<file path="src/hw/rtl/scan_p2p_pkg.sv">
`timescale 1ns / 1ps
// ----------------------------------------------------------------------------
// scan_p2p_pkg: shared types and constants for the scan-to-pixel converter
// Widths, register codes, sine polynomial and fixed-point scaling constants.
// ----------------------------------------------------------------------------
package scan_p2p_pkg;

	// image and scan geometry
	localparam int IMG_SIDE   = 500;
	localparam int INDEX_BITS = 12;

	// field widths
	localparam int IDX_W    = 12;
	localparam int RANGE_W  = 16;
	localparam int ANGLE_W  = 16;
	localparam int PPM_W    = 10;
	localparam int SCALED_W = RANGE_W + PPM_W;
	localparam int TRIG_W   = 16;
	localparam int PIX_W    = $clog2(IMG_SIDE);

	// stream word widths, padded to whole bytes
	localparam int IN_DATA_W  = ((IDX_W + RANGE_W + 7) / 8) * 8;
	localparam int OUT_DATA_W = ((2 * PIX_W + 7) / 8) * 8;

	// index bits that take part in the angle
	localparam logic [IDX_W-1:0] IDX_MASK = (INDEX_BITS >= IDX_W) ? {IDX_W{1'b1}} :
		IDX_W'((64'd1 << INDEX_BITS) - 64'd1);

	// configuration port
	localparam int CFG_ADDR_W = 3;
	localparam int CFG_DATA_W = 16;
	localparam logic [CFG_ADDR_W-1:0] REG_START_ANGLE = 3'd0;
	localparam logic [CFG_ADDR_W-1:0] REG_ANGLE_STEP  = 3'd1;
	localparam logic [CFG_ADDR_W-1:0] REG_MIN_RANGE   = 3'd2;
	localparam logic [CFG_ADDR_W-1:0] REG_MAX_RANGE   = 3'd3;
	localparam logic [CFG_ADDR_W-1:0] REG_PIX_PER_M   = 3'd4;

	localparam logic [ANGLE_W-1:0] RST_START_ANGLE = 16'd0;
	localparam logic [ANGLE_W-1:0] RST_ANGLE_STEP  = 16'd182;
	localparam logic [RANGE_W-1:0] RST_MIN_RANGE   = 16'd120;
	localparam logic [RANGE_W-1:0] RST_MAX_RANGE   = 16'd3500;
	localparam logic [PPM_W-1:0]   RST_PIX_PER_M   = 10'd100;

	typedef struct packed {
		logic [ANGLE_W-1:0] start_angle;
		logic [ANGLE_W-1:0] angle_step;
		logic [RANGE_W-1:0] min_range_mm;
		logic [RANGE_W-1:0] max_range_mm;
		logic [PPM_W-1:0]   pixels_per_meter;
	} cfg_t;

	// quarter-wave sine polynomial, Q14 angle in, Q15 out
	localparam logic [15:0] SIN_A   = 16'd51472;
	localparam logic [14:0] SIN_B   = 15'd21024;
	localparam logic [11:0] SIN_C   = 12'd2320;
	localparam logic [14:0] QUARTER = 15'd16384;
	localparam logic [14:0] SIN_MAX = 15'd32767;

	// pipeline depth per unit
	localparam int FRONT_LAT = 2;
	localparam int SINE_LAT  = 4;
	localparam int PROJ_LAT  = 4;
	localparam int PIPE_LAT  = FRONT_LAT + SINE_LAT + PROJ_LAT;

	// projection: coord = (CENTER*D + scaled*trig) / D, D = 2^15 * 1000
	localparam longint RANGE_DIV  = 64'd32768000;
	localparam int     DIV_SHIFT  = 15;
	localparam longint DIV_REM    = 64'd1000;
	localparam int     PROD_W     = SCALED_W + TRIG_W + 1;
	localparam int     NUM_W      = PROD_W + $clog2(IMG_SIDE);
	localparam int     N1_W       = $clog2(IMG_SIDE * 1000);
	localparam int     RECIP_SH   = N1_W + 10;
	localparam int     RECIP_W    = N1_W + 1;
	localparam logic [RECIP_W-1:0] RECIP_M =
		RECIP_W'(((64'd1 << RECIP_SH) + DIV_REM - 64'd1) / DIV_REM);

	localparam logic signed [NUM_W-1:0] CENTER_NUM = NUM_W'((IMG_SIDE / 2) * RANGE_DIV);
	localparam logic signed [NUM_W-1:0] NUM_LO     = NUM_W'(-RANGE_DIV);
	localparam logic signed [NUM_W-1:0] NUM_HI     = NUM_W'(IMG_SIDE * RANGE_DIV);

endpackage

</file>
<file path="src/hw/rtl/scan_p2p_sine.sv">
`timescale 1ns / 1ps
// ----------------------------------------------------------------------------
// scan_p2p_sine: pipelined Q1.15 sine of a 16-bit binary angle
// Quadrant fold, then the quarter-wave polynomial, one multiply per stage.
// ----------------------------------------------------------------------------
module scan_p2p_sine (
	input  logic                                     clk,
	input  logic                                     en,
	input  logic [scan_p2p_pkg::ANGLE_W-1:0]         angle,
	output logic signed [scan_p2p_pkg::TRIG_W-1:0]   trig_s4
);
	import scan_p2p_pkg::*;

	logic [14:0] r_fold;
	logic [29:0] sq;
	logic [26:0] cz;
	logic [14:0] v;
	logic [29:0] vz;
	logic [15:0] p;
	logic [30:0] pr;
	logic [16:0] s;
	logic [14:0] sat;
	logic [15:0] mag;

	logic [14:0] r_s1, z2_s1;
	logic        neg_s1;
	logic [14:0] r_s2, z2_s2, v_s2;
	logic        neg_s2;
	logic [14:0] r_s3;
	logic [15:0] p_s3;
	logic        neg_s3;

	// stage 1: fold into a quarter turn, z2 = r*r >> 14
	always_comb begin
		r_fold = angle[14] ? (QUARTER - {1'b0, angle[13:0]}) : {1'b0, angle[13:0]};
		sq     = r_fold * r_fold;
	end

	always_ff @(posedge clk) begin
		if (en) begin
			r_s1   <= r_fold;
			z2_s1  <= sq[28:14];
			neg_s1 <= angle[15];
		end
	end

	// stage 2: v = B - (C*z2 >> 14)
	always_comb begin
		cz = SIN_C * z2_s1;
		v  = SIN_B - {2'b00, cz[26:14]};
	end

	always_ff @(posedge clk) begin
		if (en) begin
			r_s2   <= r_s1;
			z2_s2  <= z2_s1;
			v_s2   <= v;
			neg_s2 <= neg_s1;
		end
	end

	// stage 3: p = A - (v*z2 >> 14)
	always_comb begin
		vz = v_s2 * z2_s2;
		p  = SIN_A - vz[29:14];
	end

	always_ff @(posedge clk) begin
		if (en) begin
			r_s3   <= r_s2;
			p_s3   <= p;
			neg_s3 <= neg_s2;
		end
	end

	// stage 4: s = p*r >> 14, saturate, apply half-turn sign
	always_comb begin
		pr  = p_s3 * r_s3;
		s   = pr[30:14];
		sat = (s > {2'b00, SIN_MAX}) ? SIN_MAX : s[14:0];
		mag = {1'b0, sat};
	end

	always_ff @(posedge clk) begin
		if (en) begin
			trig_s4 <= neg_s3 ? -$signed(mag) : $signed(mag);
		end
	end

endmodule

</file>
<file path="config.mk">
export PLATFORM = sky130hd
export DESIGN_NAME = scan_p2p_sine
export DESIGN_NICKNAME = d
export VERILOG_FILES = /design/src/hw/rtl/scan_p2p_pkg.sv /design/src/hw/rtl/scan_p2p_sine.sv
export SDC_FILE = /design/constraint.sdc
export NUM_CORES = 2
export LEC_CHECK = 0
export BUFFER_PORTS_ARGS = -buffer_cell sky130_fd_sc_hd__buf_4
export CAP_MARGIN = 20
export CORE_MARGIN = 5
export CORE_UTILIZATION = 61
export CTS_BUF_LIST = sky130_fd_sc_hd__clkbuf_4 sky130_fd_sc_hd__clkbuf_8
export CTS_CLUSTER_DIAMETER = 40
export DETAILED_ROUTE_END_ITERATION = 10
export HOLD_SLACK_MARGIN = 0.08
export PLACE_DENSITY = 0.81
export SLEW_MARGIN = 20
export SYNTH_ARGS = -nofsm -noshare
export SYNTH_HDL_FRONTEND = slang
export SYNTH_SLANG_ARGS = --single-unit
</file>
<file path="constraint.sdc">
create_clock -name clk -period 16.64 [get_ports clk]
set_input_delay 3.328 -clock clk [delete_from_list [all_inputs] [get_ports clk]]
set_output_delay 3.328 -clock clk [all_outputs]
set_load 0.03 [all_outputs]
</file>
==> results.json <==
{
  "outcome": "complete, no violations",
  "maxSlewViolCount": 0,
  "dr.pass1.iters": 5,
  "fin_nets": 3665,
  "clk_latency_ns": 0.46,
  "met2_usage_pct": 46.0,
  "post-cts-setup-buffers": 0,
  "maxCapViolations": 0,
  "syn-instance-count": 2862,
  "grt_use_met1_pct": 31.0,
  "crit_required_ns": 16.84,
  "dr.first_iter.drc_count": 1153,
  "path_class": "input port to flip-flop",
  "critical_path.most_common_cell": "inv_1",
  "overflow": 0,
  "finalCritPeriodShare_pct": 67.5,
  "die_h_um": 221,
  "avgRoutedWirePerCell_um": 17.3,
  "critPathMaxStageDelay_ns": 0.79,
  "viasPerCell": 5.66,
  "gp_congestion": 0.908,
  "slowest_stage": "xor2_1",
  "die-area_sq_um": 49000,
  "routed_wl_um": 59600,
  "syn-cell-area_sq_um": 27300,
  "tritoncts": "built",
  "cts_sinks": 125,
  "numCtsBuffers": 17,
  "crit_buf_inv": 8,
  "worst_pin_slew_ns": 1.03,
  "fin_skew_ns": 0.0180,
  "worst_ep_arrival_time_ns": 11.43,
  "cts_buffer_depth": 2,
  "reg2regPathDepth": 26,
  "antenna_found_initial": 1,
  "hold_path.class": "flip-flop to flip-flop",
  "fill_cells": 3479,
  "post-dp-hpwl_um": 48500,
  "ys_ff_latch": 125,
  "syn_to_final_growth_pct": 3.95,
  "grt_pass1_vias": 21800,
  "synthFlopType": "edfxtp_1",
  "rows": 77,
  "reg2reg_slack_ns": 8.41,
  "layout-drive-gt1-share_pct": 4.21,
  "hold_path_depth": 0,
  "grtUsageTotal_pct": 25.1,
  "drc_errors": 0,
  "crit_path_start_kind": "input port",
  "setup_violations": 0,
  "synth_warnings": 0,
  "synthDistinctLibCells": 95,
  "max_freq_ghz": 0.0891,
  "n_antenna_cell": 0,
  "yosysSeqAreaShare_pct": 13.8,
  "busiest_layer": "met2",
  "boundaryPins": 34,
  "tns_ns": 0,
  "final_hold_viol_count": 0,
  "maxSlewHeadroom_pct": 31.5,
  "grt_max_degree": 84,
  "start_util_pct": 61.6,
  "path_depth": 30,
  "synth_edf_count": 125,
  "use_met3_pct": 2.99,
  "die_x_um": 221,
  "core_sq_um": 44200,
  "cts.repair.resized": 0,
  "avgSynthCellArea_sq_um": 9.52,
  "ctsRootBufferMaster": "clkbuf_8",
  "numPortBuffers": 33,
  "async_flop_share_pct": 0,
  "path_delay_family": "adder cells",
  "period_minus_slack_ns": 11.23,
  "cts_hold_buf": 0,
  "crit_path_max_fanout": 11,
  "ant_nets": 0,
  "clkTransAtPathRegs_ns": 0.09,
  "via_count": 19500,
  "grt_setup_unrepaired": "false",
  "htree_num_levels": 4,
  "endpoint_kind": "flip-flop",
  "grt_pass1_wl_um": 103000
}
-- path summary, 6_finish.rpt --
check / from / endpoint
max: angle[0] / z2_s1[14]
min: r_s2[5] / r_s3[5]
max reg2reg: p_s3[11] / trig_s4[12]
min reg2reg: r_s2[5] / r_s3[5]
-- routing by layer --
metal	vias up	wire, um	share of wire [%]
li1	8880	-	-
met2	630	31000	52
met5	-	0	0
met1	9803	23500	40
met4	0	1870	3.1
met3	161	3120	5.2
-- cells by family (layout without fill, tap and decap cells) --
kind of cell / count (synthesis) / in the layout / share of synthesized area [%]
xor+xnor: 86 / 86 / 2.76
other cells: 2 / 10 / 0.0276
mux: 9 / 9 / 0.363
fa+ha+maj: 808 / 808 / 50.6
flops: 125 / 125 / 13.8
compound gates: 288 / 288 / 7.52
buf+inv: 710 / 691 / 9.89
simple gates: 834 / 834 / 15.1
-- cells in the final DEF (no fill, tap or decap), types with 11 or more instances in the layout --
master,instances
inv_1,613
fa_1,490
nand2_1,342
ha_1,318
and2_1,248
edfxtp_1,125
nor2_1,123
a21oi_1,66
xnor2_1,55
o21ai_0,39
buf_4,39
xor2_1,31
a21o_1,28
nand3_1,23
a211oi_1,21
nor3_1,17
clkbuf_8,17
o21a_1,13
nand2b_1,11
-- registers in the layout, indices dropped and copies added, names as in the netlist --
register,flops
neg_s1,1
neg_s2,1
neg_s3,1
p_s3,16
r_s1,15
r_s2,15
r_s3,15
trig_s4,16
v_s2,15
z2_s1,15
z2_s2,15
-- cell usage after synthesis (7+ instances only) --
cell	n	area, sq um
a21oi_1	66	330
nand2_1	342	1280
nor2b_1	9	56.3
nand4_1	9	56.3
nor3_1	17	85.1
a31o_2	7	61.3
clkbuf_1	77	289
and3_1	7	43.8
o21bai_1	7	52.6
edfxtp_1	125	3750
inv_1	613	2300
a21o_1	28	210
o2111ai_1	7	61.3
o21ai_0	39	195
clkinv_1	8	30.0
and2_1	248	1550
xnor2_1	55	482
o22ai_1	8	50.1
nor2_1	123	462
a211oi_1	21	158
or2_2	8	50.1
nand2b_1	11	68.8
nand3_1	23	115
ha_1	318	3980
a31oi_1	10	62.6
fa_1	490	9810
xor2_1	31	272
or3_1	7	43.8
o21a_1	13	97.6
-- stage by stage --
step | util [%] | instance area (sq um) | instances | hold WS, ns | worst slack (ns)
after floorplan | - | 27300 | 2870 | 0.400 | 5.94
after global placement | 63.2 | 28000 | 3412 | 0.401 | 5.43
after detailed placement | 63.2 | 28000 | 3412 | 0.405 | 5.05
after CTS | 64.1 | 28300 | 3443 | 0.418 | 5.54
after global routing | 64.1 | 28300 | 3443 | 0.425 | 4.96
final | 64.1 | 28300 | 3443 | 0.414 | 5.41
-- cell type report --
cell class | count | area [sq um] | share of cell area (%)
tap | 592 | 741 | 2.61
inverter | 621 | 2330 | 8.23
sequential | 125 | 3750 | 13.2
timing repair buffer | 39 | 293 | 1.03
clock buffer | 17 | 234 | 0.826
clock inverter | 14 | 145 | 0.512
multi-input combinational | 2035 | 20800 | 73.5
Power is not shown: default switching activity piles up to over one toggle a cycle in this logic, so the estimate is an artifact.
