<file path="src/hw/rtl/scan_p2p_pkg.sv">
`timescale 1ns / 1ps
// ----------------------------------------------------------------------------
// scan_p2p_pkg: shared types and constants for the scan-to-pixel converter
// Widths, register codes, sine polynomial and fixed-point scaling constants.
// ----------------------------------------------------------------------------
package scan_p2p_pkg;

	// image and scan geometry
	localparam int IMG_SIDE   = 500;
	localparam int INDEX_BITS = 12;

	// field widths
	localparam int IDX_W    = 12;
	localparam int RANGE_W  = 16;
	localparam int ANGLE_W  = 16;
	localparam int PPM_W    = 10;
	localparam int SCALED_W = RANGE_W + PPM_W;
	localparam int TRIG_W   = 16;
	localparam int PIX_W    = $clog2(IMG_SIDE);

	// stream word widths, padded to whole bytes
	localparam int IN_DATA_W  = ((IDX_W + RANGE_W + 7) / 8) * 8;
	localparam int OUT_DATA_W = ((2 * PIX_W + 7) / 8) * 8;

	// index bits that take part in the angle
	localparam logic [IDX_W-1:0] IDX_MASK = (INDEX_BITS >= IDX_W) ? {IDX_W{1'b1}} :
		IDX_W'((64'd1 << INDEX_BITS) - 64'd1);

	// configuration port
	localparam int CFG_ADDR_W = 3;
	localparam int CFG_DATA_W = 16;
	localparam logic [CFG_ADDR_W-1:0] REG_START_ANGLE = 3'd0;
	localparam logic [CFG_ADDR_W-1:0] REG_ANGLE_STEP  = 3'd1;
	localparam logic [CFG_ADDR_W-1:0] REG_MIN_RANGE   = 3'd2;
	localparam logic [CFG_ADDR_W-1:0] REG_MAX_RANGE   = 3'd3;
	localparam logic [CFG_ADDR_W-1:0] REG_PIX_PER_M   = 3'd4;

	localparam logic [ANGLE_W-1:0] RST_START_ANGLE = 16'd0;
	localparam logic [ANGLE_W-1:0] RST_ANGLE_STEP  = 16'd182;
	localparam logic [RANGE_W-1:0] RST_MIN_RANGE   = 16'd120;
	localparam logic [RANGE_W-1:0] RST_MAX_RANGE   = 16'd3500;
	localparam logic [PPM_W-1:0]   RST_PIX_PER_M   = 10'd100;

	typedef struct packed {
		logic [ANGLE_W-1:0] start_angle;
		logic [ANGLE_W-1:0] angle_step;
		logic [RANGE_W-1:0] min_range_mm;
		logic [RANGE_W-1:0] max_range_mm;
		logic [PPM_W-1:0]   pixels_per_meter;
	} cfg_t;

	// quarter-wave sine polynomial, Q14 angle in, Q15 out
	localparam logic [15:0] SIN_A   = 16'd51472;
	localparam logic [14:0] SIN_B   = 15'd21024;
	localparam logic [11:0] SIN_C   = 12'd2320;
	localparam logic [14:0] QUARTER = 15'd16384;
	localparam logic [14:0] SIN_MAX = 15'd32767;

	// pipeline depth per unit
	localparam int FRONT_LAT = 2;
	localparam int SINE_LAT  = 4;
	localparam int PROJ_LAT  = 4;
	localparam int PIPE_LAT  = FRONT_LAT + SINE_LAT + PROJ_LAT;

	// projection: coord = (CENTER*D + scaled*trig) / D, D = 2^15 * 1000
	localparam longint RANGE_DIV  = 64'd32768000;
	localparam int     DIV_SHIFT  = 15;
	localparam longint DIV_REM    = 64'd1000;
	localparam int     PROD_W     = SCALED_W + TRIG_W + 1;
	localparam int     NUM_W      = PROD_W + $clog2(IMG_SIDE);
	localparam int     N1_W       = $clog2(IMG_SIDE * 1000);
	localparam int     RECIP_SH   = N1_W + 10;
	localparam int     RECIP_W    = N1_W + 1;
	localparam logic [RECIP_W-1:0] RECIP_M =
		RECIP_W'(((64'd1 << RECIP_SH) + DIV_REM - 64'd1) / DIV_REM);

	localparam logic signed [NUM_W-1:0] CENTER_NUM = NUM_W'((IMG_SIDE / 2) * RANGE_DIV);
	localparam logic signed [NUM_W-1:0] NUM_LO     = NUM_W'(-RANGE_DIV);
	localparam logic signed [NUM_W-1:0] NUM_HI     = NUM_W'(IMG_SIDE * RANGE_DIV);

endpackage

</file>
<file path="src/hw/rtl/scan_p2p_proj.sv">
`timescale 1ns / 1ps
// ----------------------------------------------------------------------------
// scan_p2p_proj: one image axis from scaled range and Q1.15 trig value
// Multiply, add center offset, window check, divide by reciprocal multiply.
// ----------------------------------------------------------------------------
module scan_p2p_proj (
	input  logic                                     clk,
	input  logic                                     en,
	input  logic [scan_p2p_pkg::SCALED_W-1:0]        scaled,
	input  logic signed [scan_p2p_pkg::TRIG_W-1:0]   trig,
	output logic [scan_p2p_pkg::PIX_W-1:0]           coord_s4,
	output logic                                     ok_s4
);
	import scan_p2p_pkg::*;

	logic signed [PROD_W-1:0] prod;
	logic signed [NUM_W-1:0]  num;
	logic                     ok;
	logic [N1_W-1:0]          n1;
	logic [N1_W+RECIP_W-1:0]  qm;

	logic signed [PROD_W-1:0] prod_s1;
	logic signed [NUM_W-1:0]  num_s2;
	logic                     ok_s3;
	logic [N1_W-1:0]          n1_s3;

	// stage 1: signed range times trig
	assign prod = $signed({1'b0, scaled}) * trig;

	always_ff @(posedge clk) begin
		if (en) begin
			prod_s1 <= prod;
		end
	end

	// stage 2: add center times divisor
	assign num = {{(NUM_W-PROD_W){prod_s1[PROD_W-1]}}, prod_s1} + CENTER_NUM;

	always_ff @(posedge clk) begin
		if (en) begin
			num_s2 <= num;
		end
	end

	// stage 3: inside image after truncation toward zero; negatives map to 0
	always_comb begin
		ok = (num_s2 > NUM_LO) && (num_s2 < NUM_HI);
		n1 = num_s2[NUM_W-1] ? '0 : num_s2[DIV_SHIFT +: N1_W];
	end

	always_ff @(posedge clk) begin
		if (en) begin
			ok_s3 <= ok;
			n1_s3 <= n1;
		end
	end

	// stage 4: n1 / 1000 by reciprocal, exact over the checked range
	assign qm = n1_s3 * RECIP_M;

	always_ff @(posedge clk) begin
		if (en) begin
			ok_s4    <= ok_s3;
			coord_s4 <= qm[RECIP_SH +: PIX_W];
		end
	end

endmodule

</file>
<file path="config.mk">
export PLATFORM = sky130hd
export DESIGN_NAME = scan_p2p_proj
export DESIGN_NICKNAME = d
export VERILOG_FILES = /design/src/hw/rtl/scan_p2p_pkg.sv /design/src/hw/rtl/scan_p2p_proj.sv
export SDC_FILE = /design/constraint.sdc
export NUM_CORES = 1
export LEC_CHECK = 0
export BUFFER_PORTS_ARGS = -buffer_cell sky130_fd_sc_hd__buf_4
export CAP_MARGIN = 10
export CORE_MARGIN = 4
export CORE_UTILIZATION = 43
export DETAILED_ROUTE_END_ITERATION = 6
export PLACE_DENSITY = 0.57
export SYNTH_ARGS = -nofsm -noshare
export SYNTH_HDL_FRONTEND = slang
export SYNTH_SLANG_ARGS = --single-unit
</file>
<file path="constraint.sdc">
create_clock -name clk -period 21.1 [get_ports clk]
set_input_delay 4.22 -clock clk [delete_from_list [all_inputs] [get_ports clk]]
set_output_delay 4.22 -clock clk [all_outputs]
set_load 0.02 [all_outputs]
</file>
==> reports/summary.md <==
The die covers 58,120 um2. The detailed-router iteration count before antenna repair was 5. The logs give 10.75 ns for the data arrival time of the critical path and 5,179 for the number of filler instances in the final layout. The number of storage elements in the synthesis netlist works out to 117. The critical path launch point type is a primary input. The number of global-route vias before repair was 17,288; the depth of the worst hold-timing path was 0.

For this block, the initial DRC count from the detailed router was 961. The clock slew at the register clock pins of the worst setup and hold paths is 0.05 ns. Entering global routing, the biggest net connects 72 pins. Summing all multi-input logic gate instances after layout gives 17,240 um2. The count of pins over their slew limit is 0, and the detail-routed net length per standard cell is 16.42 um. Derived from the worst setup path, the maximum achievable clock frequency is 94.25 MHz. Together, buffers and inverters on the worst path number 4.

The tool flagged a number of max-cap violations equal to 0. The logs give 0 for the post-cts gate resize count and 43,110 um for the half-perimeter wire length of the detailed placement result. For the synthesized netlist net count, the log shows 3,207. The signal on the critical path passes through buf_4 > clkinv_1 > nor2_1 > fa_1 > fa_1 > fa_1 > fa_1 > fa_1 > inv_1 > fa_1 > inv_1 > ha_1 > a21oi_1 > o21ai_1 > a2111oi_1 > o31ai_2 > a31oi_1 > o31ai_1 > xor2_1.

In this run the horizontal extent of the chip is 241.1 um. The number of enable-type register cells in the synthesized netlist was 117. For the pin with the worst max-slew slack, the measured transition is 0.8262 ns.

The ratio of routed vias to standard cells came out at 5.050. The H-tree generated during clock tree synthesis spans 4 levels. Across every metal layer, demand over resource in global routing totals 18.71%.

The headroom to the max-slew limit is 44.92%, and the number of remaining DRC errors is 0. The critical path starts at trig[15]. The sequential cells in the finished layout cover a total of 3513 um2.

Buffers inserted to repair hold after CTS numbered 0. In the layout the commonest cells are sky130_fd_sc_hd__inv_1 (616), sky130_fd_sc_hd__fa_1 (415), sky130_fd_sc_hd__ha_1 (305). In the synthesized netlist the async set-or-reset flop fraction comes to 0%.

Launching point of the worst reg2reg path: n1_s3[16]. The post-route netlist has 3.675% of its cells at a drive strength greater than 1. After synthesis, the mean cell area works out to 9.563 um2.

The clock arrives with 0.01307 ns of skew. At the end of the flow, the number of nets in the layout was 3,202. The number of sinks driven by the clock tree is 117, and the wire length of the first global-routing pass is 88,090 um. The largest buffer count on any clock path is 2, and the number of warnings reported in the yosys synthesis log is 0. The dominant cell type by count on the critical path is sky130_fd_sc_hd__fa_1.

In this run the worst setup path terminates at prod_s1[37]. Summed over all failing endpoints, the final setup total negative slack is 0 ns. In this run the worst path has a maximum fanout of 18. The critical path runs through a total of 19 cells.

The later pin in the worst-skew pair is clocked with a latency of 0.41 ns. Once detail routing completed, the nets flagged for antenna violations numbered 0. The root buffer selected by CTS was sky130_fd_sc_hd__clkbuf_16. The count of port buffers added during placement came out at 53. For the routability-driven placement congestion ratio, the log shows 0.9096. After synthesis, the cell types taking the most area are sky130_fd_sc_hd__fa_1 (36%), sky130_fd_sc_hd__ha_1 (16%), sky130_fd_sc_hd__edfxtp_1 (15%), sky130_fd_sc_hd__inv_1 (9.9%), sky130_fd_sc_hd__and2_1 (4.9%).

The antenna diode instance count was 0. The library cell used most frequently in the layout, excluding fill and tap cells, is sky130_fd_sc_hd__inv_1. On the worst path, the slowest cell contributes a delay of 0.57 ns. For the cell count after synthesis, the log shows 2,443.

The run finished with clean final reports. 54 I/O pins were placed. The required time at the worst-slack endpoint is 21.24 ns.

The setup slack of the worst register-to-register path is 15.03 ns, and the clock period minus final worst setup slack is 10.61 ns. TritonCTS built the clock tree. For this run, the register share of the synthesized area comes to 15.04%.

The area fraction of the dominant cell type after synthesis was 35.56%; the final cycle utilization of the critical path was 50.29%. The run gives 1 as the number of antenna violations at the first check in global routing. The tools report the destination of the worst register-to-register timing path as coord_s4[5]. The initial utilization of the core area, before any placement, comes to 43.41%. The slowest stage of the critical path belongs to the cell sky130_fd_sc_hd__clkinv_1. For this block, the via count after detailed routing is 15,883. STA classifies the critical path endpoint as a flip-flop.

Summed instance area of the synthesized netlist: 23,360 um2. The final hold violation count is 0, and the number of cells traversed by the worst register-to-register path is 18. The run gives 17 as the number of buffers inserted during clock tree synthesis. The worst hold path belongs to the class flip-flop to flip-flop. Of all cell types, the one taking the most synthesized area is sky130_fd_sc_hd__fa_1. Setup repair after global routing left no endpoint under its margin. After global routing the overflow that remains totals 0.

The number of distinct library cell variants in the gate-level netlist after synthesis was 57; the core area was 53,810 um2. From synthesis to final layout, the design area changed by 6.534%. Main flop type after synthesis: sky130_fd_sc_hd__edfxtp_1. The initialized floorplan defines 85 standard-cell rows.

The tools report the startpoint of the tightest hold check path as prod_s1[11]. The die is 241.1 um tall. The worst setup path is of the primary input to flip-flop kind. The final wirelength came out at 51,650 um. Setup violations remaining at the end of the flow were counted as 0.

The run gives 0 as the total setup buffers inserted after CTS. The gate family responsible for the most delay along the worst path is adder cells.
## worst register-to-register path: cells and delay by family (launching register included)
kind	cells	cell delay, ns
flip-flops	1	0.54
adder cells (fa/ha/maj)	7	3.43
buffers and inverters	4	0.23
AND/OR/NAND/NOR	6	1.64
AO/OA/AOI/OAI	1	0.11
## through the flow
| stage | utilization [%] | worst slack (ns) | hold WS, ns | instance area, um2 | cells |
|---|---|---|---|---|---|
| floorplan | - | 11.05 | 0.4003 | 23360 | 2443 |
| global placement | 45.24 | 10.31 | 0.4038 | 24350 | 3115 |
| finish | 46.25 | 10.49 | 0.4161 | 24890 | 3145 |
| global route | 46.25 | 10.22 | 0.4191 | 24890 | 3145 |
| detailed placement | 45.24 | 10.14 | 0.4045 | 24350 | 3115 |
| CTS | 46.25 | 10.55 | 0.4147 | 24890 | 3145 |
## cell families (layout without fill, tap and decap cells)
kind of cell	Yosys count	count (layout)	synth area share (%)
fa+ha+maj	720	720	51.90
buf+inv	695	701	11.17
simple gates	642	642	13.60
compound gates	201	201	5.741
flops	117	117	15.04
xor+xnor	67	67	2.512
mux	1	1	0.04820
## worst min-delay path by stage
stage / end
2_1_floorplan: num_s2[0]
3_3_place_gp: num_s2[3]
3_5_place_dp: num_s2[11]
4_1_cts: num_s2[7]
5_1_grt: num_s2[4]
6_report: num_s2[11]
## sequential cells by signal, summed over array words and instances, names as in the netlist
register and count:
ok_s4 1, num_s2 44, prod_s1 43, n1_s3 19, coord_s4 9, ok_s3 1
## synth_stat cells (all sizes together), types with 2 or more instances
library cell / number
a311oi: 3
a211o: 2
o211a: 4
nor3: 16
nor2: 54
a31oi: 9
o31a: 2
nor3b: 2
and4: 2
and2: 183
a211oi: 4
nand3: 22
nand2b: 13
o2111ai: 3
a41o: 2
xnor2: 37
xor2: 30
fa: 415
nand2: 268
clkbuf: 78
or2: 2
nand4: 20
o31ai: 9
a21oi: 60
or3: 6
a21boi: 3
inv: 616
edfxtp: 117
o21bai: 8
and3: 12
o21a: 8
a21o: 29
o41ai: 2
o211ai: 6
a221oi: 3
or4: 4
ha: 305
nor4: 12
nor2b: 25
o21ai: 37
## per-layer routing
metal / part of all wire [%] / global-route usage (%)
met5: 0 / 0
met4: 1.3 / 3.391
met3: 3.6 / 1.817
met2: 49 / 32.47
met1: 46 / 26.00
## final cells by class
| type | count | area share (%) |
|---|---|---|
| Clock buffer | 17 | 1.709 |
| Multi-Input combinational cell | 1631 | 69.27 |
| Clock inverter | 13 | 0.4726 |
| Inverter | 617 | 9.305 |
| Tap cell | 696 | 3.499 |
| Sequential cell | 117 | 14.12 |
| Timing Repair Buffer | 54 | 1.629 |
Power is left out: the tool's default activity adds up to more than one toggle a clock period on the data nets, which glitch-free logic cannot reach.
