$ cat src/hw/rtl/scan_p2p_pkg.sv
`timescale 1ns / 1ps
// ----------------------------------------------------------------------------
// scan_p2p_pkg: shared types and constants for the scan-to-pixel converter
// Widths, register codes, sine polynomial and fixed-point scaling constants.
// ----------------------------------------------------------------------------
package scan_p2p_pkg;

	// image and scan geometry
	localparam int IMG_SIDE   = 500;
	localparam int INDEX_BITS = 12;

	// field widths
	localparam int IDX_W    = 12;
	localparam int RANGE_W  = 16;
	localparam int ANGLE_W  = 16;
	localparam int PPM_W    = 10;
	localparam int SCALED_W = RANGE_W + PPM_W;
	localparam int TRIG_W   = 16;
	localparam int PIX_W    = $clog2(IMG_SIDE);

	// stream word widths, padded to whole bytes
	localparam int IN_DATA_W  = ((IDX_W + RANGE_W + 7) / 8) * 8;
	localparam int OUT_DATA_W = ((2 * PIX_W + 7) / 8) * 8;

	// index bits that take part in the angle
	localparam logic [IDX_W-1:0] IDX_MASK = (INDEX_BITS >= IDX_W) ? {IDX_W{1'b1}} :
		IDX_W'((64'd1 << INDEX_BITS) - 64'd1);

	// configuration port
	localparam int CFG_ADDR_W = 3;
	localparam int CFG_DATA_W = 16;
	localparam logic [CFG_ADDR_W-1:0] REG_START_ANGLE = 3'd0;
	localparam logic [CFG_ADDR_W-1:0] REG_ANGLE_STEP  = 3'd1;
	localparam logic [CFG_ADDR_W-1:0] REG_MIN_RANGE   = 3'd2;
	localparam logic [CFG_ADDR_W-1:0] REG_MAX_RANGE   = 3'd3;
	localparam logic [CFG_ADDR_W-1:0] REG_PIX_PER_M   = 3'd4;

	localparam logic [ANGLE_W-1:0] RST_START_ANGLE = 16'd0;
	localparam logic [ANGLE_W-1:0] RST_ANGLE_STEP  = 16'd182;
	localparam logic [RANGE_W-1:0] RST_MIN_RANGE   = 16'd120;
	localparam logic [RANGE_W-1:0] RST_MAX_RANGE   = 16'd3500;
	localparam logic [PPM_W-1:0]   RST_PIX_PER_M   = 10'd100;

	typedef struct packed {
		logic [ANGLE_W-1:0] start_angle;
		logic [ANGLE_W-1:0] angle_step;
		logic [RANGE_W-1:0] min_range_mm;
		logic [RANGE_W-1:0] max_range_mm;
		logic [PPM_W-1:0]   pixels_per_meter;
	} cfg_t;

	// quarter-wave sine polynomial, Q14 angle in, Q15 out
	localparam logic [15:0] SIN_A   = 16'd51472;
	localparam logic [14:0] SIN_B   = 15'd21024;
	localparam logic [11:0] SIN_C   = 12'd2320;
	localparam logic [14:0] QUARTER = 15'd16384;
	localparam logic [14:0] SIN_MAX = 15'd32767;

	// pipeline depth per unit
	localparam int FRONT_LAT = 2;
	localparam int SINE_LAT  = 4;
	localparam int PROJ_LAT  = 4;
	localparam int PIPE_LAT  = FRONT_LAT + SINE_LAT + PROJ_LAT;

	// projection: coord = (CENTER*D + scaled*trig) / D, D = 2^15 * 1000
	localparam longint RANGE_DIV  = 64'd32768000;
	localparam int     DIV_SHIFT  = 15;
	localparam longint DIV_REM    = 64'd1000;
	localparam int     PROD_W     = SCALED_W + TRIG_W + 1;
	localparam int     NUM_W      = PROD_W + $clog2(IMG_SIDE);
	localparam int     N1_W       = $clog2(IMG_SIDE * 1000);
	localparam int     RECIP_SH   = N1_W + 10;
	localparam int     RECIP_W    = N1_W + 1;
	localparam logic [RECIP_W-1:0] RECIP_M =
		RECIP_W'(((64'd1 << RECIP_SH) + DIV_REM - 64'd1) / DIV_REM);

	localparam logic signed [NUM_W-1:0] CENTER_NUM = NUM_W'((IMG_SIDE / 2) * RANGE_DIV);
	localparam logic signed [NUM_W-1:0] NUM_LO     = NUM_W'(-RANGE_DIV);
	localparam logic signed [NUM_W-1:0] NUM_HI     = NUM_W'(IMG_SIDE * RANGE_DIV);

endpackage

$ cat src/hw/rtl/scan_p2p_front.sv
`timescale 1ns / 1ps
// ----------------------------------------------------------------------------
// scan_p2p_front: beam angle, scaled range and range window
// Two stages: index and range products, then the start angle offset.
// ----------------------------------------------------------------------------
module scan_p2p_front (
	input  logic                                 clk,
	input  logic                                 en,
	input  scan_p2p_pkg::cfg_t                   cfg,
	input  logic [scan_p2p_pkg::IDX_W-1:0]       sample_index,
	input  logic [scan_p2p_pkg::RANGE_W-1:0]     range_mm,
	output logic [scan_p2p_pkg::ANGLE_W-1:0]     angle_s2,
	output logic [scan_p2p_pkg::SCALED_W-1:0]    scaled_s2,
	output logic                                 keep_s2
);
	import scan_p2p_pkg::*;

	logic [IDX_W-1:0]         idx_m;
	logic [IDX_W+ANGLE_W-1:0] step_full;
	logic [SCALED_W-1:0]      scaled;
	logic                     keep;

	logic [ANGLE_W-1:0]  step_s1;
	logic [SCALED_W-1:0] scaled_s1;
	logic                keep_s1;

	// stage 1: products and range window
	always_comb begin
		idx_m     = sample_index & IDX_MASK;
		step_full = idx_m * cfg.angle_step;
		scaled    = range_mm * cfg.pixels_per_meter;
		keep      = (range_mm >= cfg.min_range_mm) && (range_mm <= cfg.max_range_mm);
	end

	always_ff @(posedge clk) begin
		if (en) begin
			step_s1   <= step_full[ANGLE_W-1:0];
			scaled_s1 <= scaled;
			keep_s1   <= keep;
		end
	end

	// stage 2: add start angle, wraps mod one turn
	always_ff @(posedge clk) begin
		if (en) begin
			angle_s2  <= cfg.start_angle + step_s1;
			scaled_s2 <= scaled_s1;
			keep_s2   <= keep_s1;
		end
	end

endmodule

$ cat config.mk
export PLATFORM = sky130hd
export DESIGN_NAME = scan_p2p_front
export DESIGN_NICKNAME = d
export VERILOG_FILES = /design/src/hw/rtl/scan_p2p_pkg.sv /design/src/hw/rtl/scan_p2p_front.sv
export SDC_FILE = /design/constraint.sdc
export NUM_CORES = 1
export LEC_CHECK = 0
export BUFFER_PORTS_ARGS = -buffer_cell sky130_fd_sc_hd__buf_2
export CORE_UTILIZATION = 57
export CTS_BUF_LIST = sky130_fd_sc_hd__clkbuf_8
export CTS_CLUSTER_SIZE = 28
export DETAILED_ROUTE_END_ITERATION = 10
export PLACE_DENSITY = 0.78
export SYNTH_ARGS = -nofsm -noshare
export SYNTH_HDL_FRONTEND = slang
export SYNTH_SLANG_ARGS = --single-unit
$ cat constraint.sdc
create_clock -name clk -period 5.45 [get_ports clk]
set_clock_uncertainty 0.2 [all_clocks]
set_input_delay 0 -clock clk [delete_from_list [all_inputs] [get_ports clk]]
set_output_delay 0 -clock clk [all_outputs]
set_load 0.01 [all_outputs]
==> flow_summary_export.csv, run 1 <==
group,metric,value,unit
status,status,"completed",
timing,grt_setup_unrepaired,"false",
worst_setup_path,startpoint_type_of_the_worst_setup_path,"input port",
timing,final_period_minus_worst_setup_slack,5.22,ns
timing,fmax,192,MHz
worst_setup_path,slowest_stage,"dlygate4sd3_1",
die,design.core.area,21300,um2
die,floorplan.initialDensity,59.0,%
detailed_routing,drtPass1Iterations,5,
logic_synthesis,post_synth_instance_area,12600,um2
timing,crit_share_post_route,95.8,%
clock_network,clock-root-buffer,"clkbuf_8",
cells_and_area,diodes,0,
logic_synthesis,ys_seq_elements,86,
cells_and_area,post_route_cells_drive_above_1_share,12.0,%
cells_and_area,final_net_count,1871,
worst_hold_path,hold_path_start,"sample_index[0]",
job,max-cap-violations,0,
timing,tightestPinTransition,0.799,ns
worst_setup_path,setup.reg_to_reg.worst_slack,2.51,ns
clock_network,tritoncts.num_buffers,9,
logic_synthesis,yosysWarnings,0,
logic_synthesis,synthDistinctLibCells,48,
logic_synthesis,postSynthNetCount,1734,
detailed_routing,num_vias,9232,
clock_network,total_setup_buffers_inserted_after_cts,0,
timing,max_slew_margin,46.7,%
detailed_routing,drc,0,
clock_network,tritoncts,"built",
global_routing,grt_antenna_before_repair,0,
detailed_routing,drt_iter0_drc,432,
pwr,cellPowerDensity,487,nW/um2
worst_setup_path,worstReg2RegStart,"step_s1[1]",
clock_network,postCtsResizedCells,0,
die,core.rowCount,53,
logic_synthesis,synth_enable_flop_cells,86,
placement,gp_routability_congestion,0.869,
detailed_routing,number_of_routed_nets_with_antenna_violations,0,
worst_setup_path,crit_path_max_fanout,11,
timing,maxSlewViolCount,0,
worst_setup_path,timing.critical_path.to_type,"flop",
clock_network,numClockSinks,86,
timing,final_count_of_hold_timing_violations,0,
worst_setup_path,critPathKind,"in -> reg",
worst_hold_path,hold_worst_path_end,"step_s1[0]",
worst_setup_path,timing.critical_path.required,5.37,ns
die,floorplan.die.height,150,um
die,pin_count,147,
logic_synthesis,synth_sequential_area_ratio,20.6,%
global_routing,grt_overflow,0,
cells_and_area,layout-area-overhead-vs-synth,10.7,%
global_routing,first_global_vias,9952,
worst_setup_path,crit_start,"range_mm[0]",
logic_synthesis,syn-mean-instance-area,9.67,um2
logic_synthesis,syn-instance-count,1299,
detailed_routing,post_drt_via_cell_ratio,5.38,
die,design.die.area,22600,um2
clock_network,cts_max_level,3,
cells_and_area,commonest_cells_after_routing_fill_and_taps_aside,"255 x inv_1, 194 x nand2_1, 190 x fa_1, 145 x buf_2, 141 x ha_1",
worst_setup_path,reg2regPathDepth,9,
worst_setup_path,worst_r2r_endpoint,"angle_s2[15]",
logic_synthesis,asyncSetResetFlopFracSynth,0,%
clock_network,clock_path_buffers,2,
die,fp.dieW,150,um
placement,dpl_cell_area,13500,um2
clock_network,clkSlewWorstSetupHoldPaths,0.09,ns
global_routing,grt_usage,25.6,%
worst_setup_path,critPathMostFrequentCell,"fa_1",
timing,timing.final.setup_violations,0,
cells_and_area,mostFrequentLayoutCell,"inv_1",
clock_network,insertion_delay,0.36,ns
global_routing,grt_pass1_wl,45.4,mm
cells_and_area,cell_area_after_layout,13900,um2
logic_synthesis,yosys_most_used_dff,"edfxtp_1",
worst_hold_path,hold_path.class,"in -> reg",
detailed_routing,route.detailed.wl_per_inst,15.2,um
worst_hold_path,worstHoldPathCells,2,
timing,fin_tns_setup,0,ns
worst_setup_path,cp_data_arrival_time,5.14,ns
pwr,leakage,6.95,nW
clock_network,postCtsHoldBufs,18,
global_routing,grt_max_degree,67,
worst_setup_path,worst_path_largest_cell_delay,0.51,ns
worst_setup_path,crit_chain,"dlygate4sd3_1, buf_2, nand2_1, fa_1, fa_1, inv_1, fa_1, fa_1, inv_1, fa_1, inv_1, ha_1, nor4_1, o21ai_0, nand3_1, o2111ai_1, a31o_2, a21oi_1, xnor2_1",
placement,place.detailed.hpwl,21.0,mm
placement,io_buffer_count,146,
detailed_routing,drt-total-wl,26.1,mm
pwr,max_ir_drop_vdd,388,uV
==> registers in the layout, indices dropped and copies added (netlist names) <==
name	flops
keep_s1	1
step_s1	16
scaled_s2	26
keep_s2	1
angle_s2	16
scaled_s1	26
==> worst max-delay path by stage <==
stage                               end  slack, ns
after detailed placement  scaled_s1[24]       0.13
after floorplan           scaled_s1[25]       0.47
after global routing      scaled_s1[24]       0.01
after global placement    scaled_s1[25]       0.24
after CTS                 scaled_s1[24]       0.29
final                     scaled_s1[24]       0.23
==> metal layers <==
layer  part of all wire (%)  up-vias  GRT usage, %
met5                      0        -             0
met4                    3.1        0          9.65
met3                    5.1       65          3.18
met2                     49      292          44.5
met1                     42     4524          32.7
li1                       -     4351             -
==> power by group <==
part / internal (mW) / total, mW / switching [mW]
Combinational: 2.17 / 4.94 / 2.77
Sequential: 1.26 / 1.33 / 0.0738
Clock: 0.261 / 0.501 / 0.240
Total: 3.69 / 6.77 / 3.08
==> final cells by class <==
type | count | area (um2)
multi-input combinational | 917 | 8870
fill | 1760 | 7380
sequential | 86 | 2580
inverter | 255 | 957
timing repair buffer | 167 | 936
tap | 275 | 344
clock buffer | 9 | 124
clock inverter | 7 | 95.1
==> cell usage after synthesis, types with 4 or more instances <==
| master | n | share of area, % |
|---|---|---|
| nand4_1 | 7 | 0.35 |
| nor3_1 | 5 | 0.20 |
| o211ai_1 | 5 | 0.30 |
| a21oi_1 | 43 | 1.7 |
| nand2b_1 | 4 | 0.20 |
| inv_1 | 255 | 7.6 |
| nor2_1 | 32 | 0.96 |
| edfxtp_1 | 86 | 21 |
| ha_1 | 141 | 14 |
| and2_1 | 116 | 5.8 |
| nor2b_1 | 9 | 0.45 |
| clkbuf_1 | 41 | 1.2 |
| xnor2_1 | 53 | 3.7 |
| a211oi_1 | 6 | 0.36 |
| a21o_1 | 18 | 1.1 |
| nand2_1 | 194 | 5.8 |
| nand3_1 | 10 | 0.40 |
| fa_1 | 190 | 30 |
| xor2_1 | 11 | 0.77 |
| o21ai_0 | 30 | 1.2 |
==> critical path, delay by kind of cell <==
family                   cells  cell delay [ns]
AO/OA/AOI/OAI                4             0.89
XOR/XNOR                     1             0.08
adder cells (fa/ha/maj)      6             2.57
buffers and inverters        5             0.88
AND/OR/NAND/NOR              3             0.72
==> logic make-up after synthesis <==
kind of cell | after synthesis | synth area share, %
AO/OA/AOI/OAI | 133 | 7.07
XOR/XNOR | 64 | 4.46
adder cells (fa/ha/maj) | 331 | 44.3
buffers and inverters | 296 | 8.84
flip-flops | 86 | 20.6
AND/OR/NAND/NOR | 389 | 14.8
==> stage by stage <==
stage	cells	power, mW	utilization, %	hold WS, ns	setup slack [ns]
floorplan	1299	5.11	-	-0.0875	0.466
global placement	1682	6.10	63.5	0.104	0.236
detailed placement	1682	6.22	63.5	0.125	0.134
CTS	1716	6.78	65.4	0.00283	0.291
global route	1716	7.54	65.4	0.0222	0.0140
finish	1716	6.77	65.4	0.0242	0.230
No activity file was read; power rests on OpenSTA's default activity.
==> run 2, diff against run 1 <==
Settings changed: CTS_BUF_LIST sky130_fd_sc_hd__clkbuf_8 to unset.
==> flow_summary_export.csv, run 2 (synthesis gave the netlist of run 1 again) <==
group,metric,value,unit
worst_setup_path,timing.critical_path.required,5.35,ns
timing,timing.final.setup_violations,0,
clock_network,numClockSinks,86,
global_routing,grt_pass1_wl,45.3,mm
worst_setup_path,critPathKind,"in -> reg",
global_routing,first_global_vias,9972,
cells_and_area,final_net_count,1864,
worst_setup_path,cp_data_arrival_time,5.09,ns
timing,fin_worst_hold_slack,-0.00100,ns
clock_network,total_setup_buffers_inserted_after_cts,0,
timing,fmax,192,MHz
detailed_routing,drt-total-wl,25.9,mm
die,design.core.area,21300,um2
worst_hold_path,worstHoldPathCells,4,
timing,grt_setup_unrepaired,"false",
worst_setup_path,timing.critical_path.to_type,"flop",
pwr,max_ir_drop_vdd,391,uV
cells_and_area,biggestRegsByFlops,"scaled_s1: 26 flops, scaled_s2: 26 flops",
clock_network,tritoncts.num_buffers,9,
clock_network,insertion_delay,0.34,ns
timing,tightestPinTransition,0.806,ns
die,core.rowCount,53,
placement,dpl_cell_area,13500,um2
global_routing,grt_overflow,0,
worst_hold_path,hold_path.class,"in -> reg",
clock_network,clock-root-buffer,"clkbuf_16",
detailed_routing,number_of_routed_nets_with_antenna_violations,0,
global_routing,grt_max_degree,67,
clock_network,tritoncts,"built",
worst_setup_path,worstReg2RegStart,"step_s1[1]",
worst_setup_path,crit_start,"range_mm[0]",
clock_network,clkSlewWorstSetupHoldPaths,0.06,ns
global_routing,grt_usage,25.6,%
clock_network,clock_path_buffers,2,
cells_and_area,mostFrequentLayoutCell,"inv_1",
placement,io_buffer_count,146,
pwr,leakage,6.97,nW
placement,place.detailed.hpwl,21.0,mm
worst_setup_path,worst_r2r_endpoint,"angle_s2[15]",
pwr,cellPowerDensity,497,nW/um2
detailed_routing,drtPass1Iterations,5,
worst_setup_path,crit_chain,"dlygate4sd3_1, buf_2, nand2_1, fa_1, fa_1, inv_1, fa_1, fa_1, inv_1, fa_1, inv_1, ha_1, or2_2, a21boi_0, nand3_1, o2111ai_1, a31o_2, a21oi_1, xnor2_1",
timing,maxSlewViolCount,0,
global_routing,grt_antenna_before_repair,0,
worst_setup_path,setup.reg_to_reg.worst_slack,2.53,ns
worst_setup_path,slowest_stage,"dlygate4sd3_1",
cells_and_area,commonest_cells_after_routing_fill_and_taps_aside,"255 x inv_1, 194 x nand2_1, 190 x fa_1, 145 x buf_2, 141 x ha_1",
detailed_routing,post_drt_via_cell_ratio,5.38,
cells_and_area,fillers,1747,
status,status,"complete, but fails checks",
die,floorplan.die.height,150,um
clock_network,cts_max_level,3,
detailed_routing,route.detailed.wl_per_inst,15.2,um
cells_and_area,post_route_cells_drive_above_1_share,12.1,%
worst_setup_path,critPathMostFrequentCell,"fa_1",
timing,final_count_of_hold_timing_violations,1,
die,floorplan.initialDensity,59.0,%
placement,gp_routability_congestion,0.869,
timing,crit_share_post_route,95.3,%
worst_setup_path,reg2regPathDepth,9,
timing,final_period_minus_worst_setup_slack,5.19,ns
worst_setup_path,crit_path_max_fanout,11,
die,fp.dieW,150,um
worst_setup_path,startpoint_type_of_the_worst_setup_path,"input port",
worst_hold_path,hold_worst_path_end,"angle_s2[1]",
cells_and_area,layout-area-overhead-vs-synth,11.0,%
timing,max_slew_margin,46.2,%
timing,fin_tns_setup,0,ns
worst_hold_path,hold_path_start,"cfg[59]",
die,pin_count,147,
cells_and_area,cell_area_after_layout,13900,um2
detailed_routing,drt_iter0_drc,413,
cells_and_area,diodes,0,
detailed_routing,drc,0,
detailed_routing,num_vias,9194,
die,design.die.area,22600,um2
job,max-cap-violations,0,
status,violations,"hold timing",
worst_setup_path,worst_path_largest_cell_delay,0.51,ns
## run 2: cell count changes in the layout (fill, tap and decap cells not counted)
cell / previous run / this run
clkbuf_16: 0 / 9
clkbuf_8: 9 / 0
dlygate4sd3_1: 18 / 11
nor4_1: 3 / 2
nor4_2: 0 / 1
## run 2: final cells by class
type | instances | area [um2] | share of cell area, %
Clock buffer | 9 | 225 | 1.61
Clock inverter | 7 | 95.1 | 0.682
Inverter | 255 | 957 | 6.86
Multi-Input combinational cell | 917 | 8880 | 63.7
Sequential cell | 86 | 2580 | 18.5
Tap cell | 275 | 344 | 2.47
Timing Repair Buffer | 160 | 866 | 6.21
## run 2: how the worst max path moves through the flow
stage | to | slack, ns | cells after the start
after floorplan | scaled_s1[25] | 0.47 | 20
after detailed placement | scaled_s1[24] | 0.13 | 20
final | scaled_s1[24] | 0.26 | 19
after CTS | scaled_s1[24] | 0.25 | 19
after global routing | scaled_s1[24] | 0.01 | 19
after global placement | scaled_s1[25] | 0.24 | 20
## run 2: timing repair
item	CTS	global route
resized for setup	0	1
endpoints found under the hold margin	29	0
endpoints found under the setup margin	0	1
hold buffers	11	0
## run 2: stage by stage
stage               worst slack, ns  std cells  power, mW  util [%]  hold WS, ns
detailed placement            0.134       1682       6.22      63.5        0.125
CTS                           0.255       1709       6.95      65.5      0.00156
global placement              0.236       1682       6.10      63.5        0.104
global route                 0.0126       1709       7.71      65.5       0.0158
finish                        0.255       1709       6.93      65.5     -0.00100
floorplan                     0.466       1299       5.11         -      -0.0875
## run 2: critical path: cells and delay by family
| kind | cells | cell delay [ns] |
|---|---|---|
| buffers and inverters | 5 | 0.87 |
| AOI/OAI and AO/OA | 4 | 0.82 |
| xor gates and xnor gates | 1 | 0.08 |
| and+or+nand+nor | 3 | 0.66 |
| adders and majority gates | 6 | 2.65 |
## run 2: power breakdown
group | switching (mW) | internal (mW) | total, mW
combinational | 2.76 | 2.17 | 4.93
clock | 0.260 | 0.404 | 0.664
sequential | 0.0739 | 1.26 | 1.33
total | 3.09 | 3.84 | 6.93
## run 2: routing by layer
layer / up-vias / wire length (um) / part of all wire [%] / global-route usage [%]
met3: 63 / 1390 / 5.4 / 3.67
met5: - / 0 / 0 / 0
met1: 4504 / 11000 / 42 / 32.8
li1: 4339 / - / - / -
met4: 0 / 885 / 3.4 / 9.90
met2: 288 / 12700 / 49 / 43.8
